--- config.mk ---
export PLATFORM = sky130hd
export DESIGN_NAME = midpoint_circle_points_top_flat
export DESIGN_NICKNAME = d
export VERILOG_FILES = /design/src/rtl/mcp_pkg.sv /design/src/rtl/mcp_ifs.sv /design/src/rtl/mcp_ctrl.sv /design/src/rtl/mcp_dp.sv /design/src/rtl/midpoint_circle_points_top.sv /design/src/flat_wrapper.sv
export SDC_FILE = /design/constraint.sdc
export NUM_CORES = 1
export LEC_CHECK = 0
export BUFFER_PORTS_ARGS = -buffer_cell sky130_fd_sc_hd__buf_2
export CAP_MARGIN = 10
export CORE_MARGIN = 1
export CORE_UTILIZATION = 42
export CTS_BUF_LIST = sky130_fd_sc_hd__clkbuf_4
export CTS_CLUSTER_SIZE = 25
export DETAILED_ROUTE_END_ITERATION = 6
export PLACE_DENSITY = 0.66
export SLEW_MARGIN = 15
export SYNTH_ARGS = -nofsm -noshare
export SYNTH_HDL_FRONTEND = slang
export SYNTH_SLANG_ARGS = --single-unit
export TNS_END_PERCENT = 30
--- constraint.sdc ---
create_clock -name clk -period 3.6 [get_ports clk]
set_input_delay 0.36 -clock clk [delete_from_list [all_inputs] [get_ports clk]]
set_output_delay 0.36 -clock clk [all_outputs]
set_load 0.005 [all_outputs]
--- src/rtl/mcp_pkg.sv ---
package mcp_pkg;

    localparam int COORD_W = 15;
    localparam int RAD_W   = 4;
    localparam int PT_W    = 16;
    localparam int OCT_W   = 3;

    localparam logic [OCT_W-1:0] OCT_LAST = 3'd7;

    typedef enum logic {
        MCP_IDLE,
        MCP_RUN
    } mcp_state_t;

    typedef struct packed {
        logic load;
        logic step;
    } mcp_cmd_t;

    typedef struct packed {
        logic last;
    } mcp_status_t;

endpackage

--- src/rtl/mcp_ifs.sv ---
interface mcp_req_if;
    logic                                      valid;
    logic                                      ready;
    logic signed [mcp_pkg::COORD_W-1:0]        center_x;
    logic signed [mcp_pkg::COORD_W-1:0]        center_y;
    logic        [mcp_pkg::RAD_W-1:0]          radius;

    modport source (output valid, output center_x, output center_y, output radius,
                    input ready);
    modport sink   (input valid, input center_x, input center_y, input radius,
                    output ready);
endinterface

interface mcp_point_if;
    logic                                      valid;
    logic                                      ready;
    logic signed [mcp_pkg::PT_W-1:0]           point_x;
    logic signed [mcp_pkg::PT_W-1:0]           point_y;
    logic                                      last_point;

    modport source (output valid, output point_x, output point_y, output last_point,
                    input ready);
    modport sink   (input valid, input point_x, input point_y, input last_point,
                    output ready);
endinterface

--- src/rtl/mcp_ctrl.sv ---
module mcp_ctrl
(
    input  logic                 clk,
    input  logic                 rst_n,
    input  logic                 in_valid,
    output logic                 in_ready,
    output logic                 out_valid,
    input  logic                 out_ready,
    input  mcp_pkg::mcp_status_t status,
    output mcp_pkg::mcp_cmd_t    cmd
);

    mcp_pkg::mcp_state_t state_reg;
    mcp_pkg::mcp_state_t state_next;
    logic                out_valid_reg;
    logic                out_valid_next;

    always_ff @(posedge clk or negedge rst_n)
    begin
        if (!rst_n)
        begin
            state_reg     <= mcp_pkg::MCP_IDLE;
            out_valid_reg <= 1'b0;
        end
        else
        begin
            state_reg     <= state_next;
            out_valid_reg <= out_valid_next;
        end
    end

    always_comb
    begin
        state_next     = state_reg;
        out_valid_next = out_valid_reg;
        in_ready       = 1'b0;
        cmd            = '0;
        if (out_valid_reg && out_ready)
        begin
            out_valid_next = 1'b0;
        end
        case (state_reg)
            mcp_pkg::MCP_IDLE:
            begin
                in_ready = 1'b1;
                if (in_valid)
                begin
                    cmd.load   = 1'b1;
                    state_next = mcp_pkg::MCP_RUN;
                end
            end
            mcp_pkg::MCP_RUN:
            begin
                // emit when the output slot is empty or draining
                if (!out_valid_reg || out_ready)
                begin
                    cmd.step       = 1'b1;
                    out_valid_next = 1'b1;
                    if (status.last)
                    begin
                        state_next = mcp_pkg::MCP_IDLE;
                    end
                end
            end
            default:
            begin
                state_next = mcp_pkg::MCP_IDLE;
            end
        endcase
    end

    assign out_valid = out_valid_reg;

endmodule

--- src/rtl/mcp_dp.sv ---
module mcp_dp
#(
    parameter int MAX_RADIUS = 10
)
(
    input  logic                                clk,
    input  logic                                rst_n,
    input  mcp_pkg::mcp_cmd_t                   cmd,
    output mcp_pkg::mcp_status_t                status,
    input  logic signed [mcp_pkg::COORD_W-1:0]  center_x,
    input  logic signed [mcp_pkg::COORD_W-1:0]  center_y,
    input  logic        [mcp_pkg::RAD_W-1:0]    radius,
    output logic signed [mcp_pkg::PT_W-1:0]     point_x,
    output logic signed [mcp_pkg::PT_W-1:0]     point_y,
    output logic                                last_point
);

    localparam int OFF_W = $clog2(MAX_RADIUS + 2) + 1;
    localparam int ERR_W = OFF_W + 3;

    logic signed [OFF_W-1:0]           x_reg;
    logic signed [OFF_W-1:0]           y_reg;
    logic signed [ERR_W-1:0]           err_reg;
    logic        [mcp_pkg::OCT_W-1:0]  oct_reg;
    logic signed [mcp_pkg::COORD_W-1:0] cx_reg;
    logic signed [mcp_pkg::COORD_W-1:0] cy_reg;
    logic signed [mcp_pkg::PT_W-1:0]   px_reg;
    logic signed [mcp_pkg::PT_W-1:0]   py_reg;
    logic                              last_reg;

    logic        [mcp_pkg::RAD_W-1:0]  rad_c;
    logic signed [OFF_W-1:0]           x_next;
    logic signed [OFF_W-1:0]           y_next;
    logic signed [ERR_W-1:0]           err_next;
    logic signed [ERR_W-1:0]           xn_e;
    logic signed [ERR_W-1:0]           yn_e;
    logic signed [OFF_W-1:0]           off_x;
    logic signed [OFF_W-1:0]           off_y;
    logic signed [mcp_pkg::PT_W-1:0]   px_calc;
    logic signed [mcp_pkg::PT_W-1:0]   py_calc;
    logic                              iter_done;

    assign rad_c = (radius > mcp_pkg::RAD_W'(MAX_RADIUS)) ?
                   mcp_pkg::RAD_W'(MAX_RADIUS) : radius;

    // decision step at the end of an iteration
    always_comb
    begin
        y_next = y_reg + OFF_W'(1);
        x_next = err_reg[ERR_W-1] ? x_reg : x_reg - OFF_W'(1);
        xn_e   = ERR_W'(x_next);
        yn_e   = ERR_W'(y_next);
        if (err_reg[ERR_W-1])
        begin
            err_next = err_reg + (yn_e <<< 1) + ERR_W'(1);
        end
        else
        begin
            err_next = err_reg + ((yn_e - xn_e + ERR_W'(1)) <<< 1);
        end
    end

    assign iter_done   = (oct_reg == mcp_pkg::OCT_LAST);
    assign status.last = iter_done && (x_next < y_next);

    // symmetric point selection
    always_comb
    begin
        case (oct_reg)
            3'd0:    begin off_x = x_reg;  off_y = y_reg;  end
            3'd1:    begin off_x = y_reg;  off_y = x_reg;  end
            3'd2:    begin off_x = -x_reg; off_y = y_reg;  end
            3'd3:    begin off_x = -y_reg; off_y = x_reg;  end
            3'd4:    begin off_x = -x_reg; off_y = -y_reg; end
            3'd5:    begin off_x = -y_reg; off_y = -x_reg; end
            3'd6:    begin off_x = x_reg;  off_y = -y_reg; end
            default: begin off_x = y_reg;  off_y = -x_reg; end
        endcase
        px_calc = mcp_pkg::PT_W'(cx_reg) + mcp_pkg::PT_W'(off_x);
        py_calc = mcp_pkg::PT_W'(cy_reg) + mcp_pkg::PT_W'(off_y);
    end

    always_ff @(posedge clk or negedge rst_n)
    begin
        if (!rst_n)
        begin
            oct_reg <= '0;
        end
        else if (cmd.load)
        begin
            oct_reg <= '0;
        end
        else if (cmd.step)
        begin
            oct_reg <= oct_reg + mcp_pkg::OCT_W'(1);
        end
    end

    always_ff @(posedge clk or negedge rst_n)
    begin
        if (!rst_n)
        begin
            cx_reg   <= '0;
            cy_reg   <= '0;
            x_reg    <= '0;
            y_reg    <= '0;
            err_reg  <= '0;
            px_reg   <= '0;
            py_reg   <= '0;
            last_reg <= 1'b0;
        end
        else if (cmd.load)
        begin
            cx_reg  <= center_x;
            cy_reg  <= center_y;
            x_reg   <= OFF_W'(rad_c);
            y_reg   <= '0;
            err_reg <= ERR_W'(1) - ERR_W'(rad_c);
        end
        else if (cmd.step)
        begin
            px_reg   <= px_calc;
            py_reg   <= py_calc;
            last_reg <= status.last;
            if (iter_done)
            begin
                x_reg   <= x_next;
                y_reg   <= y_next;
                err_reg <= err_next;
            end
        end
    end

    assign point_x    = px_reg;
    assign point_y    = py_reg;
    assign last_point = last_reg;

endmodule

--- src/rtl/midpoint_circle_points_top.sv ---
// Midpoint circle point generator. A request (center, radius) starts a run that
// sends every outline point, one point per cycle while the output is taken, eight
// points per midpoint iteration in the order (x,y) (y,x) (-x,y) (-y,x) (-x,-y)
// (-y,-x) (x,-y) (y,-x) around the center, with the final point marked by
// last_point. A radius above MAX_RADIUS is clamped to it; radius 0 gives eight
// copies of the center. A request is taken while the controller is idle; the
// points then come from the single point-select and add path stepped by the
// controller, and output stalls hold the run. The next request is taken once
// the last point enters the output register, while that point may still be
// waiting to transfer.
module midpoint_circle_points_top
#(
    parameter int MAX_RADIUS = 10
)
(
    input  logic        clk,
    input  logic        rst_n,
    mcp_req_if.sink     req,
    mcp_point_if.source point
);

    mcp_pkg::mcp_cmd_t    cmd;
    mcp_pkg::mcp_status_t status;

    mcp_ctrl u_ctrl
    (
        .clk       (clk),
        .rst_n     (rst_n),
        .in_valid  (req.valid),
        .in_ready  (req.ready),
        .out_valid (point.valid),
        .out_ready (point.ready),
        .status    (status),
        .cmd       (cmd)
    );

    mcp_dp #(.MAX_RADIUS(MAX_RADIUS)) u_dp
    (
        .clk        (clk),
        .rst_n      (rst_n),
        .cmd        (cmd),
        .status     (status),
        .center_x   (req.center_x),
        .center_y   (req.center_y),
        .radius     (req.radius),
        .point_x    (point.point_x),
        .point_y    (point.point_y),
        .last_point (point.last_point)
    );

endmodule

--- src/flat_wrapper.sv ---
// flat-port wrapper written by rule: the top's interface ports become plain ports
module midpoint_circle_points_top_flat 
#(
    parameter int MAX_RADIUS = 10
)
  (clk, rst_n, req_valid, req_center_x, req_center_y, req_radius, req_ready, point_valid, point_point_x, point_point_y, point_last_point, point_ready);
  mcp_req_if req_i ();
  mcp_point_if point_i ();
  input  logic clk;
  input  logic rst_n;
  input wire logic [$bits(req_i.valid)-1:0] req_valid;
  input wire logic [$bits(req_i.center_x)-1:0] req_center_x;
  input wire logic [$bits(req_i.center_y)-1:0] req_center_y;
  input wire logic [$bits(req_i.radius)-1:0] req_radius;
  output wire logic [$bits(req_i.ready)-1:0] req_ready;
  output wire logic [$bits(point_i.valid)-1:0] point_valid;
  output wire logic [$bits(point_i.point_x)-1:0] point_point_x;
  output wire logic [$bits(point_i.point_y)-1:0] point_point_y;
  output wire logic [$bits(point_i.last_point)-1:0] point_last_point;
  input wire logic [$bits(point_i.ready)-1:0] point_ready;
  assign req_i.valid = req_valid;
  assign req_i.center_x = req_center_x;
  assign req_i.center_y = req_center_y;
  assign req_i.radius = req_radius;
  assign req_ready = req_i.ready;
  assign point_valid = point_i.valid;
  assign point_point_x = point_i.point_x;
  assign point_point_y = point_i.point_y;
  assign point_last_point = point_i.last_point;
  assign point_i.ready = point_ready;
  midpoint_circle_points_top #(.MAX_RADIUS(MAX_RADIUS)) u_core (.clk(clk), .rst_n(rst_n), .req(req_i), .point(point_i));
endmodule
# Yosys cells after proc, flatten, opt, wreduce, memory -nomap -nowiden
# Index checks and enable logic that the tools add are counted.
# op_classes
n_addsub	13
n_lt_le_gt_ge	2
eq_ne	7
muxes	27
bitwise	2
reduce_logical	15
# op_table
op	n
5-bit 2-to-1 mux	7
15-bit by 5-bit adder with 16-bit output	2
8-bit 2-to-1 mux	4
5-bit one-hot mux with 3 select lines	2
3-bit equality test, second input constant	4
2-bit OR reduction	6
1-bit 2-to-1 mux	10
5-bit negator	2
8-bit by 2-bit adder with 8-bit output, second input constant	1
8-bit by 6-bit adder with 8-bit output	1
8-bit adder	1
6-bit by 2-bit adder with 7-bit output, second input constant	1
3-bit by 2-bit equality test with 1-bit output, second input constant	2
3-bit 2-to-1 mux	2
5-bit by 5-bit subtractor with 6-bit output	1
5-bit by 2-bit adder with 5-bit output, second input constant	1
5-bit less-than comparator	1
1-bit by 4-bit subtractor with 5-bit output, first input constant	1
5-bit by 2-bit subtractor with 5-bit output, second input constant	1
4-bit > comparator, second input constant	1
4-bit 2-to-1 mux	1
2-bit AND reduction	2
2-bit nonzero test	2
3-bit by 1-bit adder with 3-bit output, second input constant	1
other kinds (7)	9
# word_totals
regBits	86
in_bits	38
wordCells	77

# Depth between registers and ports, before layout
# depth
depth_word	9
ltp_mapped	18
ltp_nobuf	17

# Hierarchy
# From an unflattened synthesis, not the netlist that was laid out.
# unflattened
cells_unflattened	662
hier_area_um2	6177.2
# by_module_without_submodules
module	n_inst	cells_per_inst	area_each_um2
mcp_dp	1	653	6082.1
mcp_ctrl	1	9	95.1

# Worst setup path after synthesis
# OpenSTA, ideal clock, no wires.
# synth_path
path_kind	flip-flop to flip-flop
startpoint	register u_core.u_dp.oct_reg[0] (netlist bit)
endpoint	register u_core.u_dp.py_reg (netlist bit u_core.u_dp.point_y[15])
setup_time_ns	0.065
t_arrival_ns	3.570
required_ns	3.535
setup_slack_ns	-0.035
stages_incl_launch_ff	15
n_path_buf	1
period_less_slack_ns	3.635
path_cell_list	dfrtp_1 > inv_1 > ha_1 > clkbuf_1 > or2_2 > nor2_1 > a21oi_1 > o22ai_1 > ha_1 > a2111oi_0 > o21a_1 > or3_4 > o31ai_4 > a2111oi_2 > a211o_1
# synth_via
elab_chain_len	4
word_cells_on_any_way	11
cone_classes	1 x add/sub; 5 x eq/ne; 1 x mux; 4 x reduce/logical
# synth_rtl
item	line_no	text
from (decl)	mcp_dp.sv:24	logic [mcp_pkg::OCT_W-1:0] oct_reg;
from (signal assigned)	mcp_dp.sv:95	oct_reg <= oct_reg + mcp_pkg::OCT_W'(1);
3-bit equality test, or another cell as far along	mcp_dp.sv:69	case (oct_reg)
2-bit OR reduction (no line)	--	
5-bit one-hot mux with 3 select lines *	mcp_dp.sv:69	
15-bit by 5-bit adder with 16-bit output *	mcp_dp.sv:80	py_calc = mcp_pkg::PT_W'(cy_reg) + mcp_pkg::PT_W'(off_y);
to (signal assigned)	mcp_dp.sv:123	py_reg <= py_calc;
to (decl)	mcp_dp.sv:28	logic signed [mcp_pkg::PT_W-1:0] py_reg;
# Every way passes the cells marked *; elsewhere a longest branch is shown, timed or not.
# A chain may end at the register's enable or synchronous reset.

# Final worst setup path
# layout_path
startpoint	register u_core.u_dp.oct_reg[0] (netlist bit)
endpoint	register u_core.u_dp.py_reg (netlist bit u_core.u_dp.point_y[14])
# Same word-level chain as after synthesis.

==> flow_summary.json <==
{
  "max-slew-margin-rel_pct": 42.5,
  "hp-class": "input pin to register",
  "wire_per_inst_um": 15.2,
  "cp_slowest_cell": "dfrtp_1",
  "setup_viol": 0,
  "yosys_warnings": 0,
  "synth-edff-count": 0,
  "placed_cells": 982,
  "required_ns": 4.00,
  "viasPerCell": 5.40,
  "synth_compound_area_share_pct": 21.6,
  "r2r_setup_slack_ns": 0.18,
  "worstMarginPinSlew_ns": 0.860,
  "place_congestion": 0.886,
  "grt_pass1_wl_mm": 25.0,
  "cts.sinks": 86,
  "num_rows": 44,
  "drt.antenna.violating_nets": 0,
  "synth-async-reset-ratio_pct": 100,
  "layout_commonest_cell": "nand2_1",
  "r2r_cells": 14,
  "drc": 0,
  "finClkSkew_ns": 0.0183,
  "fp.dieH_um": 124,
  "fin_nets": 927,
  "maxSlewViolCount": 0,
  "die_x_um": 124,
  "ys_ff_latch": 86,
  "avgSynthCellArea_um2": 8.58,
  "startpoint_type": "register",
  "synth_top_family_by_area": "compound AO/OA/AOI/OAI gates",
  "path_buf_inv": 1,
  "crit_path_end_kind": "register",
  "synth_cell_type_count": 63,
  "initial_core_util_pct": 43.0,
  "cts_tree": "done",
  "rr_startpoint": "u_core.u_dp.oct_reg[0]",
  "hold_depth": 3,
  "regArea_um2": 2160,
  "ios": 73,
  "root_buffer": "clkbuf_4",
  "vias": 5424,
  "reg2reg_to": "u_core.u_dp.point_y[14]",
  "portBuffers": 72,
  "fillers": 1432,
  "drt_wl_total_mm": 15.2,
  "min_from": "req_center_y[0]",
  "synth_xor_area_share_pct": 6.45,
  "synthMuxAreaShare_pct": 0.842,
  "drtIter0Drc": 502,
  "ys_seq_area_share_pct": 34.5,
  "synthAdderAreaFrac_pct": 15.4,
  "synth_nets": 840,
  "fin_crit_sh_pct": 94.9,
  "worstPathArrival_ns": 3.82,
  "slowest_delay_ns": 0.43,
  "status": "complete, no violations",
  "cap_violations": 0,
  "grt_pass1_vias": 4994,
  "crit_type": "register to register",
  "syn_area_um2": 6240,
  "min_period_ns": 3.42,
  "grt_remaining_overflow": 0,
  "hpwlAfterDp_mm": 11.2,
  "cp_common_cell": "ha_1",
  "syn_to_final_growth_pct": 15.3,
  "grt.total_usage_pct": 20.9,
  "drive_gt1_share_pct": 18.7,
  "numCtsBuffers": 9,
  "hold_viol_final": 0,
  "dieArea_um2": 15400,
  "synthCells": 728,
  "cts.clk_slew.worst_paths_ns": 0.14,
  "final_cell_mix": "147 x nand2_1, 83 x dfrtp_1, 71 x buf_2",
  "fmax_mhz": 293,
  "clk_latency_ns": 0.47,
  "cts.htree.levels": 3,
  "grt_max_degree": 41,
  "stdcell_count": 1004,
  "fin_setup_tns_ns": 0,
  "core_um2": 14500,
  "min_to": "u_core.u_dp.cy_reg[0]",
  "fin_util_pct": 49.6,
  "clockBufferDepth": 2,
  "cp_max_fo": 5,
  "cp_top_family": "compound AO/OA/AOI/OAI gates",
  "ys.flop_type": "dfrtp_1",
  "path_cells": "ha_1 -> ha_1 -> a21o_1 -> nor2_2 -> a21oi_1 -> o22ai_4 -> buf_4 -> ha_1 -> o21a_2 -> or3_1 -> o21ai_0 -> nor4_2 -> or4_1 -> nand3_1",
  "synthSimpleGateAreaFrac_pct": 17.7,
  "drtPass1Iterations": 5,
  "multi_input_area_um2": 3960,
  "antenna_found_initial": 0
}
==> layer usage <==
metal | wire length (um) | global-route usage (%)
met5 | 0 | 0
met4 | 125 | 4.46
met3 | 811 | 4.08
met2 | 6670 | 32.0
met1 | 7630 | 30.5
==> cells in the mapped netlist (8+ instances only) <==
cell / number / area, um^2
a211o_1: 10 / 87.6
a211oi_1: 13 / 97.6
a21o_1: 11 / 82.6
a21oi_1: 50 / 250
clkbuf_1: 23 / 86.3
dfrtp_1: 86 / 2150
ha_1: 69 / 863
inv_1: 28 / 105
nand2_1: 148 / 556
nand2b_1: 10 / 62.6
nand3_1: 21 / 105
nor2_1: 30 / 113
nor3_1: 8 / 40.0
o21ai_0: 55 / 275
o21ai_1: 12 / 60.1
xnor2_1: 22 / 193
xor2_1: 24 / 210
==> repair_timing <==
| item | 4_1_cts | 5_1_grt |
|---|---|---|
| hold buffers | 1 | 0 |
| buffers inserted | 0 | 5 |
| endpoints found under the hold margin | 28 | 0 |
| resized for setup | 0 | 21 |
| endpoints found under the setup margin | 0 | 11 |
==> worst reg2reg max path: stages (launching register included) <==
cell and delay (ns):
dfrtp_1 0.43, ha_1 0.24, ha_1 0.20, a21o_1 0.22, nor2_2 0.12, a21oi_1 0.11
o22ai_4 0.23, buf_4 0.17, ha_1 0.25, o21a_2 0.23, or3_1 0.30, o21ai_0 0.25
nor4_2 0.09, or4_1 0.42, nand3_1 0.09
==> worst max-delay path by stage <==
stage,end,from,cells after the start,slack (ns)
finish,u_core.u_dp.point_y[14],u_core.u_dp.oct_reg[0],14,0.18
global route,u_core.u_dp.err_reg[7],u_core.u_dp.y_reg[0],16,-0.003
CTS,u_core.u_dp.point_y[15],u_core.u_dp.oct_reg[0],12,0.06
detailed placement,u_core.u_dp.point_y[15],u_core.u_dp.oct_reg[0],12,0.1
global placement,u_core.u_dp.point_y[12],u_core.u_dp.oct_reg[0],16,0.14
floorplan,u_core.u_dp.err_reg[7],u_core.u_dp.x_reg[0],16,0.18
==> stage by stage <==
step / worst slack, ns / area [um^2] / hold WS, ns
floorplan: 0.183 / 6250 / 0.0644
CTS: 0.0551 / 7090 / 0.0323
global route: -0.00295 / 7200 / 0.0592
finish: 0.183 / 7200 / 0.0749
global placement: 0.138 / 6950 / 0.319
detailed placement: 0.0969 / 6950 / 0.323
==> area by class of cell <==
type                            instances  share of cell area, %
Multi-Input combinational cell        583                   54.9
Tap cell                              184                   3.20
Sequential cell                        86                   29.9
Antenna cell                            1                 0.0347
Clock inverter                          5                  0.712
Timing Repair Buffer                  106                   8.67
Clock buffer                           10                   1.04
Inverter                               29                   1.51
==> cell families after synthesis <==
kind of cell,count (synthesis)
multiplexers,5
AND/OR/NAND/NOR,250
buffers and inverters,59
XOR/XNOR,46
flip-flops,86
AO/OA/AOI/OAI,208
adder cells (fa/ha/maj),74
Power is left out: the tool's default activity adds up to more than one toggle a clock period on the data nets, which glitch-free logic cannot reach.
